`src/hdl/urde_pkg.sv`:
```
// ----------------------------------------------------------------------------
// urde_pkg
// Shared types, codes and the byte-wide crc-8 step for the uart register
// datagram engine.
// ----------------------------------------------------------------------------
package urde_pkg;

  localparam logic [1:0] ACT_WRITE = 2'd0;
  localparam logic [1:0] ACT_READ  = 2'd1;
  localparam logic [1:0] ACT_RX    = 2'd2;
  localparam logic [1:0] ACT_TICK  = 2'd3;

  localparam logic [2:0] ST_OK          = 3'd0;
  localparam logic [2:0] ST_ECHO_BAD    = 3'd1;
  localparam logic [2:0] ST_ECHO_MISS   = 3'd2;
  localparam logic [2:0] ST_NO_REPLY    = 3'd3;
  localparam logic [2:0] ST_BAD_CRC     = 3'd4;
  localparam logic [2:0] ST_BAD_SYNC    = 3'd5;
  localparam logic [2:0] ST_BAD_ADDRESS = 3'd6;

  localparam logic       KIND_TX   = 1'b0;
  localparam logic       KIND_DONE = 1'b1;

  localparam logic [7:0] SYNC_BYTE    = 8'h05;
  localparam logic [3:0] SYNC_NIBBLE  = 4'h5;
  localparam logic [7:0] REPLY_ADDR   = 8'hFF;
  localparam logic [7:0] CRC_POLY     = 8'h07;
  localparam logic [15:0] TIMEOUT_RST = 16'd10000;

  typedef struct packed {
    logic [1:0]  action;
    logic [1:0]  node_address;
    logic [6:0]  register_address;
    logic [31:0] write_value;
    logic [7:0]  rx_byte;
  } in_item_t;

  typedef struct packed {
    logic        kind;
    logic [7:0]  tx_byte;
    logic [2:0]  status;
    logic [31:0] read_data;
    logic        last;
  } out_item_t;

  // group of results made by one input item, handed from core to emitter
  typedef struct packed {
    logic        valid;
    logic        kind;
    logic [3:0]  cnt;
    logic [63:0] bytes;
    logic [2:0]  status;
    logic [31:0] data;
  } grp_t;

  function automatic logic [7:0] crc8_byte(input logic [7:0] crc_in, input logic [7:0] b);
    logic [7:0] c;
    logic       fb;
    c = crc_in;
    for (int k = 0; k < 8; k++) begin
      fb = c[7] ^ b[k];
      c  = {c[6:0], 1'b0} ^ (fb ? CRC_POLY : 8'h00);
    end
    return c;
  endfunction

endpackage

```
`src/hdl/urde_core.sv`:
```
// ----------------------------------------------------------------------------
// urde_core
// Link state machine: frames requests, checks echo and reply bytes, runs the
// tick timeout and hands result groups to the emitter.
// ----------------------------------------------------------------------------
module urde_core (
  input  logic               clk,
  input  logic               rst_n,
  input  logic               item_v,
  input  urde_pkg::in_item_t item,
  input  logic [15:0]        timeout_ticks,
  input  logic               grp_free,
  output logic               advance,
  output urde_pkg::grp_t     grp
);

  typedef enum logic [1:0] {PH_IDLE, PH_ECHO, PH_REPLY} phase_t;

  phase_t      phase_r, phase_nxt;
  logic [7:0]  sent_r [8];
  logic [7:0]  sent_nxt [8];
  logic        sent_we;
  logic [3:0]  byte_cnt_r, byte_cnt_nxt;
  logic [7:0]  reply_crc_r, reply_crc_nxt;
  logic [15:0] wait_r, wait_nxt;
  logic [31:0] reply_data_r, reply_data_nxt;
  logic [1:0]  hdr_r, hdr_nxt;
  logic        is_read_r, is_read_nxt;

  logic [7:0]  b [8];
  logic [7:0]  crc_rd, crc_wr;
  logic [3:0]  cnt_inc, frame_len;
  logic [15:0] wait_inc;
  logic        rd_req;

  always_comb begin
    rd_req = (item.action == urde_pkg::ACT_READ);
    b[0] = urde_pkg::SYNC_BYTE;
    b[1] = {6'd0, item.node_address};
    b[2] = {~rd_req, item.register_address};
    b[3] = item.write_value[31:24];
    b[4] = item.write_value[23:16];
    b[5] = item.write_value[15:8];
    b[6] = item.write_value[7:0];
    crc_rd = urde_pkg::crc8_byte(urde_pkg::crc8_byte(urde_pkg::crc8_byte(8'h00, b[0]), b[1]),
                                 b[2]);
    crc_wr = urde_pkg::crc8_byte(urde_pkg::crc8_byte(urde_pkg::crc8_byte(
             urde_pkg::crc8_byte(crc_rd, b[3]), b[4]), b[5]), b[6]);
    b[7] = crc_wr;
    cnt_inc   = byte_cnt_r + 4'd1;
    frame_len = is_read_r ? 4'd4 : 4'd8;
    wait_inc  = (wait_r == 16'hFFFF) ? wait_r : wait_r + 16'd1;
  end

  always_comb begin
    phase_nxt      = phase_r;
    sent_nxt       = b;
    sent_we        = 1'b0;
    byte_cnt_nxt   = byte_cnt_r;
    reply_crc_nxt  = reply_crc_r;
    wait_nxt       = wait_r;
    reply_data_nxt = reply_data_r;
    hdr_nxt        = hdr_r;
    is_read_nxt    = is_read_r;
    grp            = '0;
    if (rd_req) begin
      sent_nxt[3] = crc_rd;
    end
    case (item.action)
      urde_pkg::ACT_WRITE, urde_pkg::ACT_READ: begin
        if (phase_r == PH_IDLE) begin
          is_read_nxt  = rd_req;
          sent_we      = 1'b1;
          phase_nxt    = PH_ECHO;
          byte_cnt_nxt = 4'd0;
          wait_nxt     = 16'd0;
          grp.valid    = 1'b1;
          grp.kind     = urde_pkg::KIND_TX;
          grp.cnt      = rd_req ? 4'd4 : 4'd8;
          grp.bytes    = {sent_nxt[0], sent_nxt[1], sent_nxt[2], sent_nxt[3],
                          sent_nxt[4], sent_nxt[5], sent_nxt[6], sent_nxt[7]};
        end
      end
      urde_pkg::ACT_RX: begin
        if (phase_r == PH_ECHO) begin
          if (item.rx_byte != sent_r[byte_cnt_r[2:0]]) begin
            grp.valid  = 1'b1;
            grp.status = urde_pkg::ST_ECHO_BAD;
          end else begin
            byte_cnt_nxt = cnt_inc;
            wait_nxt     = 16'd0;
            if (cnt_inc >= frame_len) begin
              if (!is_read_r) begin
                grp.valid  = 1'b1;
                grp.status = urde_pkg::ST_OK;
              end else begin
                phase_nxt      = PH_REPLY;
                byte_cnt_nxt   = 4'd0;
                reply_crc_nxt  = 8'h00;
                reply_data_nxt = 32'd0;
                hdr_nxt        = 2'b00;
              end
            end
          end
        end else if (phase_r == PH_REPLY) begin
          if (byte_cnt_r == 4'd7) begin
            grp.valid = 1'b1;
            if (item.rx_byte != reply_crc_r) begin
              grp.status = urde_pkg::ST_BAD_CRC;
            end else if (hdr_r[0]) begin
              grp.status = urde_pkg::ST_BAD_SYNC;
            end else if (hdr_r[1]) begin
              grp.status = urde_pkg::ST_BAD_ADDRESS;
            end else begin
              grp.status = urde_pkg::ST_OK;
              grp.data   = reply_data_r;
            end
          end else begin
            reply_crc_nxt = urde_pkg::crc8_byte(reply_crc_r, item.rx_byte);
            if (byte_cnt_r == 4'd0 && item.rx_byte[3:0] != urde_pkg::SYNC_NIBBLE) begin
              hdr_nxt[0] = 1'b1;
            end
            if (byte_cnt_r == 4'd1 && item.rx_byte != urde_pkg::REPLY_ADDR) begin
              hdr_nxt[1] = 1'b1;
            end
            if (byte_cnt_r >= 4'd3) begin
              reply_data_nxt = {reply_data_r[23:0], item.rx_byte};
            end
            byte_cnt_nxt = cnt_inc;
          end
        end
      end
      urde_pkg::ACT_TICK: begin
        if (phase_r == PH_ECHO || (phase_r == PH_REPLY && byte_cnt_r == 4'd0)) begin
          wait_nxt = wait_inc;
          if (wait_inc >= timeout_ticks) begin
            grp.valid  = 1'b1;
            grp.status = (phase_r == PH_ECHO) ? urde_pkg::ST_ECHO_MISS
                                              : urde_pkg::ST_NO_REPLY;
          end
        end
      end
      default: begin
      end
    endcase
    // completion closes the transaction
    if (grp.valid && grp.kind == urde_pkg::KIND_DONE || grp.valid && !sent_we) begin
      grp.kind     = urde_pkg::KIND_DONE;
      grp.cnt      = 4'd1;
      phase_nxt    = PH_IDLE;
      byte_cnt_nxt = 4'd0;
      wait_nxt     = 16'd0;
    end
    advance   = item_v && (!grp.valid || grp_free);
    grp.valid = grp.valid && advance;
  end

  always_ff @(posedge clk) begin
    if (!rst_n) begin
      phase_r      <= PH_IDLE;
      byte_cnt_r   <= 4'd0;
      reply_crc_r  <= 8'h00;
      wait_r       <= 16'd0;
      reply_data_r <= 32'd0;
      hdr_r        <= 2'b00;
      is_read_r    <= 1'b0;
    end else if (advance) begin
      phase_r      <= phase_nxt;
      byte_cnt_r   <= byte_cnt_nxt;
      reply_crc_r  <= reply_crc_nxt;
      wait_r       <= wait_nxt;
      reply_data_r <= reply_data_nxt;
      hdr_r        <= hdr_nxt;
      is_read_r    <= is_read_nxt;
    end
  end

  always_ff @(posedge clk) begin
    if (advance && sent_we) begin
      sent_r <= sent_nxt;
    end
  end

  a_idle_clear: assert property (@(posedge clk) disable iff (!rst_n)
    phase_r == PH_IDLE |-> byte_cnt_r == 4'd0 && wait_r == 16'd0)
    else $error("idle with live counters");

  a_reply_cnt: assert property (@(posedge clk) disable iff (!rst_n)
    phase_r == PH_REPLY |-> byte_cnt_r <= 4'd7)
    else $error("reply byte count overrun");

  a_grp_closes: assert property (@(posedge clk) disable iff (!rst_n)
    grp.valid && grp.kind == urde_pkg::KIND_DONE |=> phase_r == PH_IDLE)
    else $error("completion left link busy");

endmodule

```
`src/hdl/urde_emit.sv`:
```
// ----------------------------------------------------------------------------
// urde_emit
// Holds one result group and sends its items one per cycle through the
// output register, unless out_stall holds it.
// ----------------------------------------------------------------------------
module urde_emit (
  input  logic                clk,
  input  logic                rst_n,
  input  urde_pkg::grp_t      grp,
  output logic                grp_free,
  output logic                out_valid,
  input  logic                out_stall,
  output urde_pkg::out_item_t out_data
);

  logic [3:0]          g_cnt_r;
  logic                g_kind_r;
  logic [63:0]         g_bytes_r;
  logic [2:0]          g_status_r;
  logic [31:0]         g_data_r;
  logic                out_v_r;
  urde_pkg::out_item_t out_r, item_nxt;
  logic                load_out;

  always_comb begin
    load_out           = (g_cnt_r != 4'd0) && (!out_v_r || !out_stall);
    grp_free           = (g_cnt_r == 4'd0) || (g_cnt_r == 4'd1 && load_out);
    item_nxt.kind      = g_kind_r;
    item_nxt.tx_byte   = g_bytes_r[63:56];
    item_nxt.status    = g_status_r;
    item_nxt.read_data = g_data_r;
    item_nxt.last      = (g_cnt_r == 4'd1);
  end

  always_ff @(posedge clk) begin
    if (!rst_n) begin
      g_cnt_r <= 4'd0;
      out_v_r <= 1'b0;
    end else begin
      if (grp.valid) begin
        g_cnt_r <= grp.cnt;
      end else if (load_out) begin
        g_cnt_r <= g_cnt_r - 4'd1;
      end
      if (load_out) begin
        out_v_r <= 1'b1;
      end else if (!out_stall) begin
        out_v_r <= 1'b0;
      end
    end
  end

  always_ff @(posedge clk) begin
    if (grp.valid) begin
      g_kind_r   <= grp.kind;
      g_bytes_r  <= grp.bytes;
      g_status_r <= grp.status;
      g_data_r   <= grp.data;
    end else if (load_out) begin
      g_bytes_r <= {g_bytes_r[55:0], 8'h00};
    end
    if (load_out) begin
      out_r <= item_nxt;
    end
  end

  assign out_valid = out_v_r;
  assign out_data  = out_r;

  a_no_overwrite: assert property (@(posedge clk) disable iff (!rst_n)
    grp.valid |-> grp_free)
    else $error("group written over pending items");

  a_done_single: assert property (@(posedge clk) disable iff (!rst_n)
    grp.valid && grp.kind == urde_pkg::KIND_DONE |-> grp.cnt == 4'd1)
    else $error("completion group longer than one item");

  a_cnt_range: assert property (@(posedge clk) disable iff (!rst_n)
    g_cnt_r <= 4'd8)
    else $error("group count overrun");

endmodule

```
`src/hdl/uart_register_datagram_engine_unit.sv`:
```
// ----------------------------------------------------------------------------
// uart_register_datagram_engine_unit
// Master side of a single-wire uart register link with crc-8 datagrams.
//
//   channel  direction  handshake          payload
//   in_      in         valid / stall      urde_pkg::in_item_t
//   out_     out        valid / stall      urde_pkg::out_item_t
//   cfg_     in         valid / ready      tick timeout, 16 bit
//
// items without results are taken every cycle; out is registered
// a request fills the result group (4 or 8), which drains one item per cycle
// if not stalled; the input register holds an item while the group is full
// synchronous active-low reset; timeout returns to 10000 ticks
// out_stall holds the output register and the group; in_stall follows it back
// ----------------------------------------------------------------------------
module uart_register_datagram_engine_unit (
  input  logic                clk,
  input  logic                rst_n,
  input  logic                in_valid,
  output logic                in_stall,
  input  urde_pkg::in_item_t  in_data,
  output logic                out_valid,
  input  logic                out_stall,
  output urde_pkg::out_item_t out_data,
  input  logic                cfg_valid,
  output logic                cfg_ready,
  input  logic [15:0]         cfg_data
);

  logic               in_v_r;
  urde_pkg::in_item_t in_r;
  logic [15:0]        timeout_r;
  logic               advance;
  logic               grp_free;
  urde_pkg::grp_t     grp;

  assign in_stall  = in_v_r && !advance;
  assign cfg_ready = 1'b1;

  always_ff @(posedge clk) begin
    if (!rst_n) begin
      in_v_r    <= 1'b0;
      timeout_r <= urde_pkg::TIMEOUT_RST;
    end else begin
      if (in_valid && !in_stall) begin
        in_v_r <= 1'b1;
      end else if (advance) begin
        in_v_r <= 1'b0;
      end
      if (cfg_valid && cfg_ready) begin
        timeout_r <= cfg_data;
      end
    end
  end

  always_ff @(posedge clk) begin
    if (in_valid && !in_stall) begin
      in_r <= in_data;
    end
  end

  urde_core u_core (
    .clk           (clk),
    .rst_n         (rst_n),
    .item_v        (in_v_r),
    .item          (in_r),
    .timeout_ticks (timeout_r),
    .grp_free      (grp_free),
    .advance       (advance),
    .grp           (grp)
  );

  urde_emit u_emit (
    .clk       (clk),
    .rst_n     (rst_n),
    .grp       (grp),
    .grp_free  (grp_free),
    .out_valid (out_valid),
    .out_stall (out_stall),
    .out_data  (out_data)
  );

endmodule
```
`config.mk`:
```
export PLATFORM = sky130hd
export DESIGN_NAME = uart_register_datagram_engine_unit
export DESIGN_NICKNAME = d
export VERILOG_FILES = /design/src/hdl/urde_pkg.sv /design/src/hdl/urde_core.sv /design/src/hdl/urde_emit.sv /design/src/hdl/uart_register_datagram_engine_unit.sv
export SDC_FILE = /design/constraint.sdc
export NUM_CORES = 1
export LEC_CHECK = 0
export BUFFER_PORTS_ARGS = -buffer_cell sky130_fd_sc_hd__buf_2
export CAP_MARGIN = 40
export CORE_MARGIN = 4
export CORE_UTILIZATION = 55
export DETAILED_ROUTE_END_ITERATION = 8
export PLACE_DENSITY = 0.74
export SLEW_MARGIN = 25
export SYNTH_ARGS = -nofsm -noshare
export SYNTH_HDL_FRONTEND = slang
export SYNTH_SLANG_ARGS = --single-unit
```
`constraint.sdc`:
```
create_clock -name clk -period 7.32 [get_ports clk]
set_input_delay 0.366 -clock clk [delete_from_list [all_inputs] [get_ports clk]]
set_output_delay 0.366 -clock clk [all_outputs]
set_load 0.01 [all_outputs]
```
==> results by group <==
Power
  – Maximum vdd drop: between 500 and 600 uV
  – Pint: 4890 uW
  – Sequential fraction of design power: approximately two fifths
  – Static leakage power: just over 0.006 uW
  – Clock share of power: between 20% and 30%
  – Logic gate share of total power: 36.1%
  – Switch Pwr: about 2400 uW
  – Pwr dens: ~430 mW/mm2
  – Net Sw Frac: about a third

STA
  – Rel. slew slack: 44.2%
  – Tmin final: between 5000 and 6000 ps
  – Max-slew violations: 0
  – Setup TNS: 0 ps
  – Post-route setup slack: around 2100 ps
  – RSZ-0062 raised after global routing: no
  – Final setup fails: 0
  – Highest clock rate: approximately 190 MHz
  – Final Hold Vio Count: 0
  – Clock skew: about 26 ps
  – Worst slew pin tran: just over 800 ps
  – Final period utilization: 71.7%

Yosys
  – Yosys cell types: slightly below 70
  – Synth warnings: 0
  – Share of synthesized registers carrying an async set or reset: 0%
  – Synth Register Bits: approximately 330
  – Synth Area in Compound Gates: under 10%
  – Syn Area/Cell: roughly 13 um2
  – Synth Area in XOR/XNOR: 10.3%
  – Largest family of logic cells by synthesized area: simple AND/OR/NAND/NOR gates
  – Seq/Total Area, Yosys: between 60% and 70%
  – Netlist Area Pre-Place: ~0.015 mm2
  – Post-synth top flop: edfxtp_1
  – Syn nets: 1,265
  – Adder-cell share of the synthesized area: under 10%
  – Gate count of the mapped netlist: between 1,000 and 1,500
  – Multiplexer share of the synthesized area: 3.05%
  – Synth Area in Simple Gates: 12.2%
  – Number of synthesized flops with an enable pin: 246

Finish
  – Ant diodes: 0
  – Nets: approximately 1,400
  – Fraction of final layout cells with drive strength greater than 1: ~17%
  – Layout area overhead: 13.8%

Hold path
  – HP Start: in_data[32]
  – Hold Path Class: input pin to flip-flop
  – Worst Hold Path EP: in_r[32]
  – Hold Path Depth: 1

CTS
  – Clock sink count: around 330
  – Hold Buf Count CTS: 12
  – Latest clock arrival within the worst-skew pair: 520 ps
  – CTS tree: done
  – Max Root-Sink Buffers: 3
  – H-tree levels: 2
  – Post-CTS Resized: 0
  – Clock-pin slew on the worst setup and hold paths: 60 ps
  – Num CTS Buffers: 35
  – Postcts setup bufs: 0
  – CTS Root Cell: clkbuf_16

Placement
  – RePlAce Congestion: about 0.84
  – Pre-CTS WS: around 2100 ps
  – Port bufs: between 100 and 150
  – Detailed Place HPWL: roughly 20,000 um

Run
  – Max-cap check violation count: 0

Critical path
  – Crit-path slowest cell: nor3_1
  – Worst Reg-to-Reg Cells: 15
  – Critical Path RT: 7440 ps
  – FF-to-FF setup slack: between 2000 and 2500 ps
  – Max incr delay on CP: around 660 ps
  – CP endpoint kind: flip-flop
  – Top cell by count, worst path: a21o_1
  – Arr. time, crit path: around 5400 ps
  – Worst Path Class, Setup: flip-flop to flip-flop
  – FF-to-FF End: u_emit.g_bytes_r[27]
  – CP Max Fanout: 64
  – Setup crit start kind: flip-flop
  – Reg-to-Reg Start: u_core.wait_r[6]
  – Buffers and inverters on the worst path: 1
  – Crit-path leading delay family: simple AND/OR/NAND/NOR gates
  – CP cell instances: nand4_1, nor2_1, nand3_1, nor3_1, mux2_2, ha_1, a21o_1, a21o_1, a21oi_1, o21ai_0, a311oi_1, o221a_2, or3b_2, nand2b_2, buf_4

GRT
  – Antenna violations before repair: 0
  – Total congestion overflow: 0
  – First-pass GRT wire length: around 48,000 um
  – Vias in the first global route: around 9,000
  – Global-route usage over all layers: 19.8%
  – GRT met1 Usage: about a quarter
  – Routing usage on met2: between 30% and 40%
  – GRT met3 Usage: about 3.2%
  – Largest net degree at the start of global routing: 72
  – GRT Max-Usage Layer: met2

Die
  – Die H: 173 um
  – Die area: between 0.02 and 0.03 mm2
  – Die Wd: approximately 170 um
  – Rows: 60
  – Starting Density: a little under three fifths
  – # IOs: 120
  – Core region area: 0.0269 mm2

Detailed routing
  – Initial drt markers: ~740
  – DR vias/cell: 5.52
  – Post-DR wirelength/cell: 18.1 um
  – DRC: 0
  – Post-route ant nets: 0
  – Pre-antenna DRT Iters: 6
  – Vias: 9,079
  – Total routed wirelength: approximately 30,000 um

Run status
  – Status: finished clean
## sequential cells by signal, indices dropped and copies added (netlist names), 2 cells and up
name	flops
u_core.hdr_r	2
u_emit.g_bytes_r	64
u_core.byte_cnt_r	4
u_emit.g_status_r	3
u_core.reply_data_r	32
u_core.phase_r	2
in_r	51
u_core.reply_crc_r	8
timeout_r	16
u_emit.g_data_r	32
u_emit.g_cnt_r	4
u_core.wait_r	16
u_emit.out_data	45
u_core.sent_r	50
## per-layer routing
metal | up-vias | share of wire, %
met5 | - | 0
met4 | 0 | 2.6
met3 | 55 | 4.7
met2 | 249 | 51
met1 | 4357 | 42
li1 | 4418 | -
## cell usage after synthesis, drive strengths merged, types with 4 or more instances
cell / count / area (um2)
edfxtp: 246 / 7390
xnor2: 115 / 1070
dfxtp: 87 / 1740
nand2: 59 / 221
and2: 53 / 332
nor2b: 53 / 332
clkbuf: 48 / 180
a21oi: 46 / 230
a22o: 41 / 359
nor3b: 38 / 285
xor2: 37 / 332
o21ai: 34 / 170
nor2: 33 / 124
nand3: 32 / 160
ha: 30 / 375
inv: 28 / 105
mux2i: 21 / 210
buf: 19 / 104
a21boi: 13 / 97.6
nand4: 11 / 68.8
nor3: 10 / 50.1
a21o: 8 / 60.1
mux4: 8 / 180
a22oi: 7 / 52.6
nand2b: 7 / 43.8
or3: 7 / 43.8
mux2: 6 / 67.6
o211ai: 6 / 45.0
xnor3: 6 / 138
a211oi: 5 / 37.5
nand3b: 5 / 37.5
and3: 4 / 25.0
## logic make-up after synthesis
family                   count (synthesis)
AO/OA/AOI/OAI                          184
XOR/XNOR                               158
adder cells (fa/ha/maj)                 30
buffers and inverters                   96
flip-flops                             333
multiplexers                            35
other                                    1
AND/OR/NAND/NOR                        326
## worst max path at each step
stage / endpoint / from / cells after the start
final: u_emit.g_bytes_r[27] / u_core.wait_r[6] / 15
after global routing: in_r[22] / u_core.wait_r[6] / 17
after CTS: u_emit.g_bytes_r[52] / u_core.wait_r[6] / 15
after detailed placement: u_emit.g_bytes_r[7] / u_core.wait_r[6] / 15
after global placement: u_emit.g_bytes_r[3] / u_core.wait_r[6] / 15
after floorplan: in_r[0] / u_core.wait_r[6] / 15
## cell type report
type / count / area, um2
timing repair buffer: 143 / 828
sequential: 333 / 9130
fill: 2062 / 9800
clock inverter: 12 / 93.8
tap: 341 / 427
inverter: 29 / 109
clock buffer: 52 / 981
multi-input combinational: 734 / 5510
## placed cells by master (no fill, tap or decap), drive strengths merged, types with 6 or more instances in the layout
cell type,synthesis,layout
xnor2,115,115
mux2i,21,21
dlygate4sd3,0,12
a21boi,13,13
nor3b,38,38
inv,28,30
a22oi,7,7
or3,7,7
o21ai,34,34
nand2,59,59
clkinv,1,10
a21oi,46,46
mux2,6,6
a21o,8,8
o211ai,6,6
clkbuf,48,52
buf,19,131
ha,30,30
nand2b,7,7
nor2,33,33
and2,53,53
nor2b,53,53
nand4,11,11
dfxtp,87,87
nor3,10,10
xor2,37,37
mux4,8,8
edfxtp,246,246
xnor3,6,6
nand3,32,32
a22o,41,41
## worst register-to-register path: cells and delay by family (launching register included)
family,cells,cell delay [ps]
and+or+nand+nor,6,2000
DFF,1,460
AOI/OAI and AO/OA,6,1010
buffers and inverters,1,650
muxes,1,430
adders and majority gates,1,280
## power by group through the flow
stage	clock network [uW]	logic, uW	registers (uW)
after global routing	1780	2870	3060
after global placement	0	2530	3040
final	1650	2640	3020
after floorplan	0	1880	3070
after CTS	1690	2670	3020
after detailed placement	0	2620	3050
## metrics by stage
stage               utilization, %  std cells  area, um2  hold slack, ps  power, uW
global route                  63.5       1644      17100            3.51       7710
CTS                           63.5       1643      17100           0.479       7390
finish                        63.5       1644      17100            22.5       7310
global placement              58.9       1565      15800             401       5570
floorplan                        -       1163      15000             400       4950
detailed placement            59.0       1567      15900             405       5680
Power figures use the tool's default switching activity.
